`config.mk`:
```
export PLATFORM = sky130hd
export DESIGN_NAME = dense_matrix_multiply_flat
export DESIGN_NICKNAME = d
export VERILOG_FILES = /design/src/hdl/dmm_pkg.sv /design/src/hdl/dmm_if.sv /design/src/hdl/dmm_ctrl.sv /design/src/hdl/dmm_datapath.sv /design/src/hdl/dense_matrix_multiply.sv /design/src/flat_wrapper.sv
export SDC_FILE = /design/constraint.sdc
export NUM_CORES = 2
export LEC_CHECK = 0
export ABC_AREA = 1
export BUFFER_PORTS_ARGS = -buffer_cell sky130_fd_sc_hd__buf_2
export CAP_MARGIN = 40
export CORE_MARGIN = 1
export CORE_UTILIZATION = 45
export DETAILED_ROUTE_END_ITERATION = 8
export PLACE_DENSITY_LB_ADDON = 0.12
export SYNTH_ARGS = -nofsm -noshare
export SYNTH_HDL_FRONTEND = slang
export SYNTH_HIERARCHICAL = 1
export SYNTH_SLANG_ARGS = --single-unit
```
`constraint.sdc`:
```
create_clock -name clk -period 9.15 [get_ports clk]
set_clock_uncertainty 0.2 [all_clocks]
set_input_delay 1.3725 -clock clk [delete_from_list [all_inputs] [get_ports clk]]
set_output_delay 1.3725 -clock clk [all_outputs]
set_load 0.005 [all_outputs]
```
`src/hdl/dmm_pkg.sv`:
```
// shared types and constants for the dense matrix multiply block
// no dependencies
package dmm_pkg;

  localparam int DEF_ROWS_LEFT  = 4;
  localparam int DEF_INNER_DIM  = 4;
  localparam int DEF_COLS_RIGHT = 4;
  localparam int DEF_ELEM_WIDTH = 16;

  localparam int STORE_DEPTH = 16;
  localparam int IDX_W       = 4;
  localparam int VAL_W       = 16;
  localparam int POS_W       = 9;
  localparam int ACC_W       = 34;
  localparam int MAX_OUT     = 16;
  localparam int CNT_W       = 4;
  localparam int CMD_W       = 2;
  localparam int COORD_W     = 2;

  localparam logic [CMD_W-1:0] CMD_WR_LEFT  = 2'd0;
  localparam logic [CMD_W-1:0] CMD_WR_RIGHT = 2'd1;
  localparam logic [CMD_W-1:0] CMD_PRODUCT  = 2'd2;

  typedef enum logic [1:0] {
    ST_IDLE,
    ST_MAC,
    ST_EMIT
  } dmm_state_t;

  typedef struct packed {
    logic wr_left;
    logic wr_right;
    logic start;
    logic mac;
    logic emit;
  } dmm_ctl_t;

  typedef struct packed {
    logic k_last;
    logic run_last;
    logic out_free;
  } dmm_status_t;

endpackage

```
`src/hdl/dmm_if.sv`:
```
// request and result channel interfaces
// depends on dmm_pkg
interface dmm_req_if import dmm_pkg::*; ();
  logic                     valid;
  logic                     ready;
  logic [CMD_W-1:0]         cmd;
  logic [IDX_W-1:0]         element_index;
  logic signed [VAL_W-1:0]  element_value;

  modport source (output valid, cmd, element_index, element_value, input ready);
  modport sink (input valid, cmd, element_index, element_value, output ready);
endinterface

interface dmm_res_if import dmm_pkg::*; ();
  logic                     valid;
  logic                     ready;
  logic [COORD_W-1:0]       out_row;
  logic [COORD_W-1:0]       out_col;
  logic signed [ACC_W-1:0]  product_value;
  logic                     last;

  modport source (output valid, out_row, out_col, product_value, last, input ready);
  modport sink (input valid, out_row, out_col, product_value, last, output ready);
endinterface

```
`src/hdl/dmm_ctrl.sv`:
```
// controller state machine: sequences writes, multiply-accumulate and emit
// depends on dmm_pkg
module dmm_ctrl import dmm_pkg::*; (
  input  logic             clk,
  input  logic             rst,
  input  logic             req_valid,
  input  logic [CMD_W-1:0] req_cmd,
  output logic             req_ready,
  input  dmm_status_t      status,
  output dmm_ctl_t         ctl
);

  dmm_state_t state;
  dmm_state_t state_next;

  always_ff @(posedge clk) begin
    if (rst) begin
      state <= ST_IDLE;
    end else begin
      state <= state_next;
    end
  end

  always_comb begin
    state_next = state;
    ctl        = '0;
    req_ready  = 1'b0;
    case (state)
      ST_IDLE: begin
        req_ready = 1'b1;
        if (req_valid) begin
          case (req_cmd)
            CMD_WR_LEFT: ctl.wr_left = 1'b1;
            CMD_WR_RIGHT: ctl.wr_right = 1'b1;
            CMD_PRODUCT: begin
              ctl.start  = 1'b1;
              state_next = ST_MAC;
            end
            default: ;
          endcase
        end
      end
      ST_MAC: begin
        ctl.mac = 1'b1;
        if (status.k_last) begin
          state_next = ST_EMIT;
        end
      end
      ST_EMIT: begin
        if (status.out_free) begin
          ctl.emit   = 1'b1;
          state_next = status.run_last ? ST_IDLE : ST_MAC;
        end
      end
      default: state_next = ST_IDLE;
    endcase
  end

endmodule

```
`src/hdl/dmm_datapath.sv`:
```
// datapath: operand stores, index counters, multiply-accumulate, output register
// depends on dmm_pkg
module dmm_datapath import dmm_pkg::*; #(
  parameter int ROWS_LEFT  = DEF_ROWS_LEFT,
  parameter int INNER_DIM  = DEF_INNER_DIM,
  parameter int COLS_RIGHT = DEF_COLS_RIGHT,
  parameter int ELEM_WIDTH = DEF_ELEM_WIDTH
) (
  input  logic                     clk,
  input  logic                     rst,
  input  dmm_ctl_t                 ctl,
  input  logic [IDX_W-1:0]         wr_index,
  input  logic signed [VAL_W-1:0]  wr_value,
  output dmm_status_t              status,
  output logic                     out_valid,
  input  logic                     out_ready,
  output logic [COORD_W-1:0]       out_row,
  output logic [COORD_W-1:0]       out_col,
  output logic signed [ACC_W-1:0]  product_value,
  output logic                     last
);

  localparam int RW    = (ROWS_LEFT > 1) ? $clog2(ROWS_LEFT) : 1;
  localparam int CW    = (COLS_RIGHT > 1) ? $clog2(COLS_RIGHT) : 1;
  localparam int KW    = (INNER_DIM > 1) ? $clog2(INNER_DIM) : 1;
  localparam int SW    = (ELEM_WIDTH < VAL_W) ? ELEM_WIDTH : VAL_W;
  localparam int TOTAL = (ROWS_LEFT * COLS_RIGHT > MAX_OUT) ? MAX_OUT
                                                            : ROWS_LEFT * COLS_RIGHT;

  logic signed [VAL_W-1:0] left_store  [STORE_DEPTH];
  logic signed [VAL_W-1:0] right_store [STORE_DEPTH];

  logic [RW-1:0]           row;
  logic [CW-1:0]           col;
  logic [KW-1:0]           kk;
  logic [CNT_W-1:0]        count;
  logic signed [ACC_W-1:0] acc;

  logic [POS_W-1:0]        left_pos;
  logic [POS_W-1:0]        right_pos;
  logic signed [VAL_W-1:0] op_a;
  logic signed [VAL_W-1:0] op_b;
  logic signed [2*VAL_W-1:0] prod;
  logic [VAL_W-1:0]        wr_elem;

  function automatic logic [VAL_W-1:0] to_elem(input logic [VAL_W-1:0] x);
    logic [VAL_W-1:0] v;
    for (int b = 0; b < VAL_W; b++) begin
      v[b] = (b < SW) ? x[b] : x[SW-1];
    end
    return v;
  endfunction

  assign wr_elem   = to_elem(wr_value);
  assign left_pos  = POS_W'(row) * POS_W'(INNER_DIM) + POS_W'(kk);
  assign right_pos = POS_W'(kk) * POS_W'(COLS_RIGHT) + POS_W'(col);
  assign op_a      = (left_pos < POS_W'(STORE_DEPTH)) ? left_store[left_pos[IDX_W-1:0]] : '0;
  assign op_b      = (right_pos < POS_W'(STORE_DEPTH)) ? right_store[right_pos[IDX_W-1:0]]
                                                       : '0;
  assign prod      = op_a * op_b;

  assign status.k_last   = (kk == KW'(INNER_DIM - 1));
  assign status.run_last = (count == CNT_W'(TOTAL - 1));
  assign status.out_free = !out_valid || out_ready;

  always_ff @(posedge clk) begin
    if (rst) begin
      for (int e = 0; e < STORE_DEPTH; e++) begin
        left_store[e]  <= '0;
        right_store[e] <= '0;
      end
    end else begin
      if (ctl.wr_left) begin
        left_store[wr_index] <= signed'(wr_elem);
      end
      if (ctl.wr_right) begin
        right_store[wr_index] <= signed'(wr_elem);
      end
    end
  end

  always_ff @(posedge clk) begin
    if (rst) begin
      row   <= '0;
      col   <= '0;
      kk    <= '0;
      count <= '0;
      acc   <= '0;
    end else if (ctl.start) begin
      row   <= '0;
      col   <= '0;
      kk    <= '0;
      count <= '0;
      acc   <= '0;
    end else if (ctl.mac) begin
      acc <= acc + ACC_W'(prod);
      kk  <= status.k_last ? '0 : kk + 1'b1;
    end else if (ctl.emit) begin
      acc   <= '0;
      count <= count + 1'b1;
      if (col == CW'(COLS_RIGHT - 1)) begin
        col <= '0;
        row <= row + 1'b1;
      end else begin
        col <= col + 1'b1;
      end
    end
  end

  // output word register
  always_ff @(posedge clk) begin
    if (rst) begin
      out_valid <= 1'b0;
    end else if (ctl.emit) begin
      out_valid <= 1'b1;
    end else if (out_ready) begin
      out_valid <= 1'b0;
    end
  end

  always_ff @(posedge clk) begin
    if (ctl.emit) begin
      out_row       <= COORD_W'(row);
      out_col       <= COORD_W'(col);
      product_value <= acc;
      last          <= status.run_last;
    end
  end

endmodule

```
`src/hdl/dense_matrix_multiply.sv`:
```
// top level of the dense matrix multiply block
// depends on dmm_pkg, dmm_if, dmm_ctrl, dmm_datapath
//
// request channel: one word per command. cmd 0 writes element_value into the
// left store at element_index, cmd 1 into the right store, cmd 2 asks for the
// product, cmd 3 does nothing. a write or a no-op leaves the controller idle, so the
// next word can follow in the next cycle.
// result channel: a product request returns min(ROWS_LEFT*COLS_RIGHT, 16)
// words in row-major order, last set on the final one.
// each product word is summed by the single multiply-accumulate unit, which
// steps one inner index per cycle, and is then loaded into the output register.
// request ready stays low from the product request until the final word is
// loaded into the output register.
// when the receiver stalls, the word is held in the output register and the
// accumulator holds the next finished sum until the register is free.
// reset clears both stores to zero, empties the output register and returns
// the controller to idle; no clearing pass is needed.
module dense_matrix_multiply import dmm_pkg::*; #(
  parameter int ROWS_LEFT  = DEF_ROWS_LEFT,
  parameter int INNER_DIM  = DEF_INNER_DIM,
  parameter int COLS_RIGHT = DEF_COLS_RIGHT,
  parameter int ELEM_WIDTH = DEF_ELEM_WIDTH
) (
  input logic        clk,
  input logic        rst,
  dmm_req_if.sink    request,
  dmm_res_if.source  result
);

  dmm_ctl_t    ctl;
  dmm_status_t status;

  dmm_ctrl u_ctrl (
    .clk       (clk),
    .rst       (rst),
    .req_valid (request.valid),
    .req_cmd   (request.cmd),
    .req_ready (request.ready),
    .status    (status),
    .ctl       (ctl)
  );

  dmm_datapath #(
    .ROWS_LEFT  (ROWS_LEFT),
    .INNER_DIM  (INNER_DIM),
    .COLS_RIGHT (COLS_RIGHT),
    .ELEM_WIDTH (ELEM_WIDTH)
  ) u_datapath (
    .clk           (clk),
    .rst           (rst),
    .ctl           (ctl),
    .wr_index      (request.element_index),
    .wr_value      (request.element_value),
    .status        (status),
    .out_valid     (result.valid),
    .out_ready     (result.ready),
    .out_row       (result.out_row),
    .out_col       (result.out_col),
    .product_value (result.product_value),
    .last          (result.last)
  );

endmodule

```
`src/flat_wrapper.sv`:
```
// flat-port wrapper written by rule: the top's interface ports become plain ports
module dense_matrix_multiply_flat import dmm_pkg::*;
#(
  parameter int ROWS_LEFT  = DEF_ROWS_LEFT,
  parameter int INNER_DIM  = DEF_INNER_DIM,
  parameter int COLS_RIGHT = DEF_COLS_RIGHT,
  parameter int ELEM_WIDTH = DEF_ELEM_WIDTH
)
  (clk, rst, request_valid, request_cmd, request_element_index, request_element_value, request_ready, result_valid, result_out_row, result_out_col, result_product_value, result_last, result_ready);
  dmm_req_if request_i ();
  dmm_res_if result_i ();
  input logic clk;
  input logic rst;
  input wire logic [$bits(request_i.valid)-1:0] request_valid;
  input wire logic [$bits(request_i.cmd)-1:0] request_cmd;
  input wire logic [$bits(request_i.element_index)-1:0] request_element_index;
  input wire logic [$bits(request_i.element_value)-1:0] request_element_value;
  output wire logic [$bits(request_i.ready)-1:0] request_ready;
  output wire logic [$bits(result_i.valid)-1:0] result_valid;
  output wire logic [$bits(result_i.out_row)-1:0] result_out_row;
  output wire logic [$bits(result_i.out_col)-1:0] result_out_col;
  output wire logic [$bits(result_i.product_value)-1:0] result_product_value;
  output wire logic [$bits(result_i.last)-1:0] result_last;
  input wire logic [$bits(result_i.ready)-1:0] result_ready;
  assign request_i.valid = request_valid;
  assign request_i.cmd = request_cmd;
  assign request_i.element_index = request_element_index;
  assign request_i.element_value = request_element_value;
  assign request_ready = request_i.ready;
  assign result_valid = result_i.valid;
  assign result_out_row = result_i.out_row;
  assign result_out_col = result_i.out_col;
  assign result_product_value = result_i.product_value;
  assign result_last = result_i.last;
  assign result_i.ready = result_ready;
  dense_matrix_multiply #(.ROWS_LEFT(ROWS_LEFT), .INNER_DIM(INNER_DIM), .COLS_RIGHT(COLS_RIGHT), .ELEM_WIDTH(ELEM_WIDTH)) u_core (.clk(clk), .rst(rst), .request(request_i), .result(result_i));
endmodule
```
==> results.json <==
{
  "status": "finished, final reports clean",
  "postCtsHoldBufs": 0,
  "postRouteAntennaNets": 0,
  "ys_seq_elements": 598,
  "synth_mux_area_share_pct": 0,
  "io_buffers": 66,
  "cp_top_family": "adder cells",
  "rows": 105,
  "r2r-start": "u_core/u_datapath/col[1]",
  "grt_start_max_net_pins": 132,
  "fill_cells": 7737,
  "synth_enable_flop_cells": 551,
  "fin_crit_sh_pct": 88.3,
  "cpPeakStageDelay_ns": 0.84,
  "synthXorXnorAreaFrac_pct": 0.0232,
  "cap_viol_max_count": 0,
  "grtUsageTotal_pct": 25.2,
  "cp.arrival_ns": 8.36,
  "maxClockFrequency_mhz": 124,
  "rr_endpoint": "u_core/u_datapath/acc[25]",
  "worst_pin_slew_ns": 0.935,
  "insertion_delay_ns": 0.64,
  "mostFrequentLayoutCell": "nor2_1",
  "rsz0062_at_grt": "false",
  "crit_type": "reg2reg",
  "grt_antenna_before_repair": 4,
  "final-max-slew-violation-count": 0,
  "synth_seq_area_share_pct": 46.4,
  "critPathBufInv": 5,
  "clk_pin_slew_worst_paths_ns": 0.06,
  "boundaryPins": 67,
  "wl_per_cell_um": 21.1,
  "cts_tree": "yes",
  "worstSetupPathDepth": 25,
  "timing.critical_path.mode_cell": "fa_1",
  "hold_depth": 0,
  "syn_avg_cell_area_um2": 9.67,
  "first_iter_violations": 2250,
  "cp-end-kind": "flop",
  "drive_gt1_share_pct": 8.11,
  "cts_resized": 0,
  "drtPass1Iterations": 5,
  "grt_overflow": 0,
  "cts.path.max_buffers": 3,
  "die_h_um": 291,
  "ys_async_sr_fraction_pct": 0,
  "grt_pass1_vias": 26900,
  "rrSetupSlack_ns": 1.07,
  "synth_compound_area_share_pct": 8.56,
  "hp-start": "u_core/u_datapath/acc[0]",
  "finalSetupTns_ns": 0,
  "cts-buffers-inserted": 68,
  "setup_viol": 0,
  "gp_congestion": 0.918,
  "drt-total-wl_um": 106000,
  "yosysUniqueCellTypes": 39,
  "hold_end": "u_core/u_datapath/product_value[0]",
  "viasPerCell": 5.41,
  "multi_input_area_mm2": 0.0167,
  "slew_headroom_pct": 37.5,
  "cp-start-kind": "flop",
  "synthAdderAreaFrac_pct": 19.7,
  "hp-class": "reg2reg",
  "dieArea_mm2": 0.0850,
  "final_nets": 4314,
  "r2r_cells": 25,
  "yosys.area_share.simple_pct": 16.1,
  "area_growth_syn_to_layout_pct": 8.89,
  "cts_max_level": 3,
  "cts_root_buf": "clkbuf_16",
  "design.core.area_mm2": 0.0825,
  "layout.cells.most_common_list": "nor2_1, inv_1, edfxtp_1, nand2_1, fa_1",
  "diodes": 0,
  "finalHoldViolCount": 0,
  "vias": 27100,
  "synthCells": 3898,
  "synth_nets": 4334,
  "seqCellArea_mm2": 0.0175,
  "synthFlopType": "edfxtp_1",
  "start_util_pct": 45.7,
  "critPathSlowestCell": "fa_1",
  "cts.sinks": 598,
  "post-cts-setup-buffers": 0,
  "yosysWarnings": 6,
  "grt_pass1_wl_um": 163000,
  "cp.required_ns": 9.42,
  "synth_top_family_by_area": "adder cells",
  "critPathMaxFanout": 32,
  "netlist_area_mm2": 0.0377,
  "remaining_drc_errors": 0,
  "post-dp-hpwl_um": 70300,
  "min_period_ns": 8.08,
  "die_x_um": 291
}
==> logic make-up (layout without fill, tap and decap cells) <==
| family | after synthesis | in the layout |
|---|---|---|
| DFF | 598 | 598 |
| xor gates and xnor gates | 1 | 1 |
| and+or+nand+nor | 1526 | 1526 |
| AOI/OAI and AO/OA | 537 | 537 |
| buffers and inverters | 826 | 861 |
| adders and majority gates | 410 | 410 |
==> Yosys cell counts (4+ instances only) <==
library cell | count | area share, %
o211ai_2 | 9 | 0.30
clkbuf_1 | 137 | 1.4
edfxtp_1 | 551 | 44
or2_2 | 5 | 0.083
buf_2 | 30 | 0.40
nand2_2 | 31 | 0.51
o221ai_1 | 86 | 2.0
inv_1 | 567 | 5.6
nor2_1 | 835 | 8.3
nor2_2 | 4 | 0.066
ha_1 | 105 | 3.5
nand2_1 | 494 | 4.9
a211oi_1 | 4 | 0.080
nor3b_1 | 4 | 0.080
o211ai_1 | 27 | 0.54
buf_6 | 33 | 0.99
fa_1 | 305 | 16
nand3_1 | 126 | 1.7
o21ai_1 | 30 | 0.40
o22ai_1 | 34 | 0.56
nor3_1 | 11 | 0.15
o21ai_0 | 246 | 3.3
a21oi_1 | 89 | 1.2
dfxtp_1 | 47 | 2.5
buf_4 | 30 | 0.60
inv_2 | 22 | 0.22
a21o_1 | 5 | 0.10
nand4_1 | 10 | 0.17
==> flip-flops by register name, indices dropped and copies added (netlist names) <==
| name | cells |
|---|---|
| u_core/u_datapath/col | 2 |
| u_core/u_datapath/left_store | 256 |
| u_core/u_datapath/acc | 34 |
| u_core/u_datapath/row | 2 |
| u_core/u_datapath/out_col | 2 |
| u_core/u_datapath/last | 1 |
| u_core/u_datapath/product_value | 34 |
| u_core/u_datapath/count | 4 |
| u_core/u_datapath/kk | 2 |
| u_core/u_datapath/out_valid | 1 |
| u_core/u_datapath/right_store | 256 |
| u_core/u_datapath/out_row | 2 |
| u_core/u_ctrl/state | 2 |
==> stage by stage <==
| step | utilization, % | setup WS, ns | area, um^2 | instances | hold WS [ns] |
|---|---|---|---|---|---|
| floorplan | - | 2.44 | 37700 | 3898 | 0.203 |
| global placement | 46.8 | 1.04 | 38600 | 4853 | 0.245 |
| detailed placement | 47.2 | 1.13 | 39000 | 4878 | 0.250 |
| CTS | 49.8 | 1.11 | 41100 | 5003 | 0.274 |
| global route | 49.8 | 0.700 | 41100 | 5003 | 0.291 |
| finish | 49.8 | 1.07 | 41100 | 5003 | 0.274 |
==> worst max-delay path by stage <==
stage / startpoint / to / slack, ns
6_report: u_core/u_datapath/col[1] / u_core/u_datapath/acc[25] / 1.07
5_1_grt: u_core/u_datapath/col[0] / u_core/u_datapath/acc[25] / 0.70
4_1_cts: u_core/u_datapath/col[1] / u_core/u_datapath/acc[25] / 1.11
3_5_place_dp: u_core/u_datapath/col[1] / u_core/u_datapath/acc[25] / 1.13
3_3_place_gp: u_core/u_datapath/col[0] / u_core/u_datapath/acc[25] / 1.04
2_1_floorplan: u_core/u_datapath/col[0] / u_core/u_datapath/acc[33] / 2.44
==> layer usage <==
| layer | track usage, % | share of wire, % | up-vias |
|---|---|---|---|
| li1 | - | - | 12600 |
| met1 | 35.6 | 45 | 13500 |
| met2 | 40.7 | 47 | 853 |
| met3 | 3.38 | 6.3 | 162 |
| met4 | 6.89 | 2.5 | 8 |
| met5 | 0 | 0.052 | - |
==> layout make-up <==
cell class                 instances  area share [%]
clock buffer                      81            4.26
clock inverter                    44           0.798
inverter                         592            5.43
multi-input combinational       2474            40.7
sequential                       598            42.6
tap                             1070            3.26
timing repair buffer             144            2.89
Power is not shown: default switching activity piles up to over one toggle a cycle in this logic, so the estimate is an artifact.
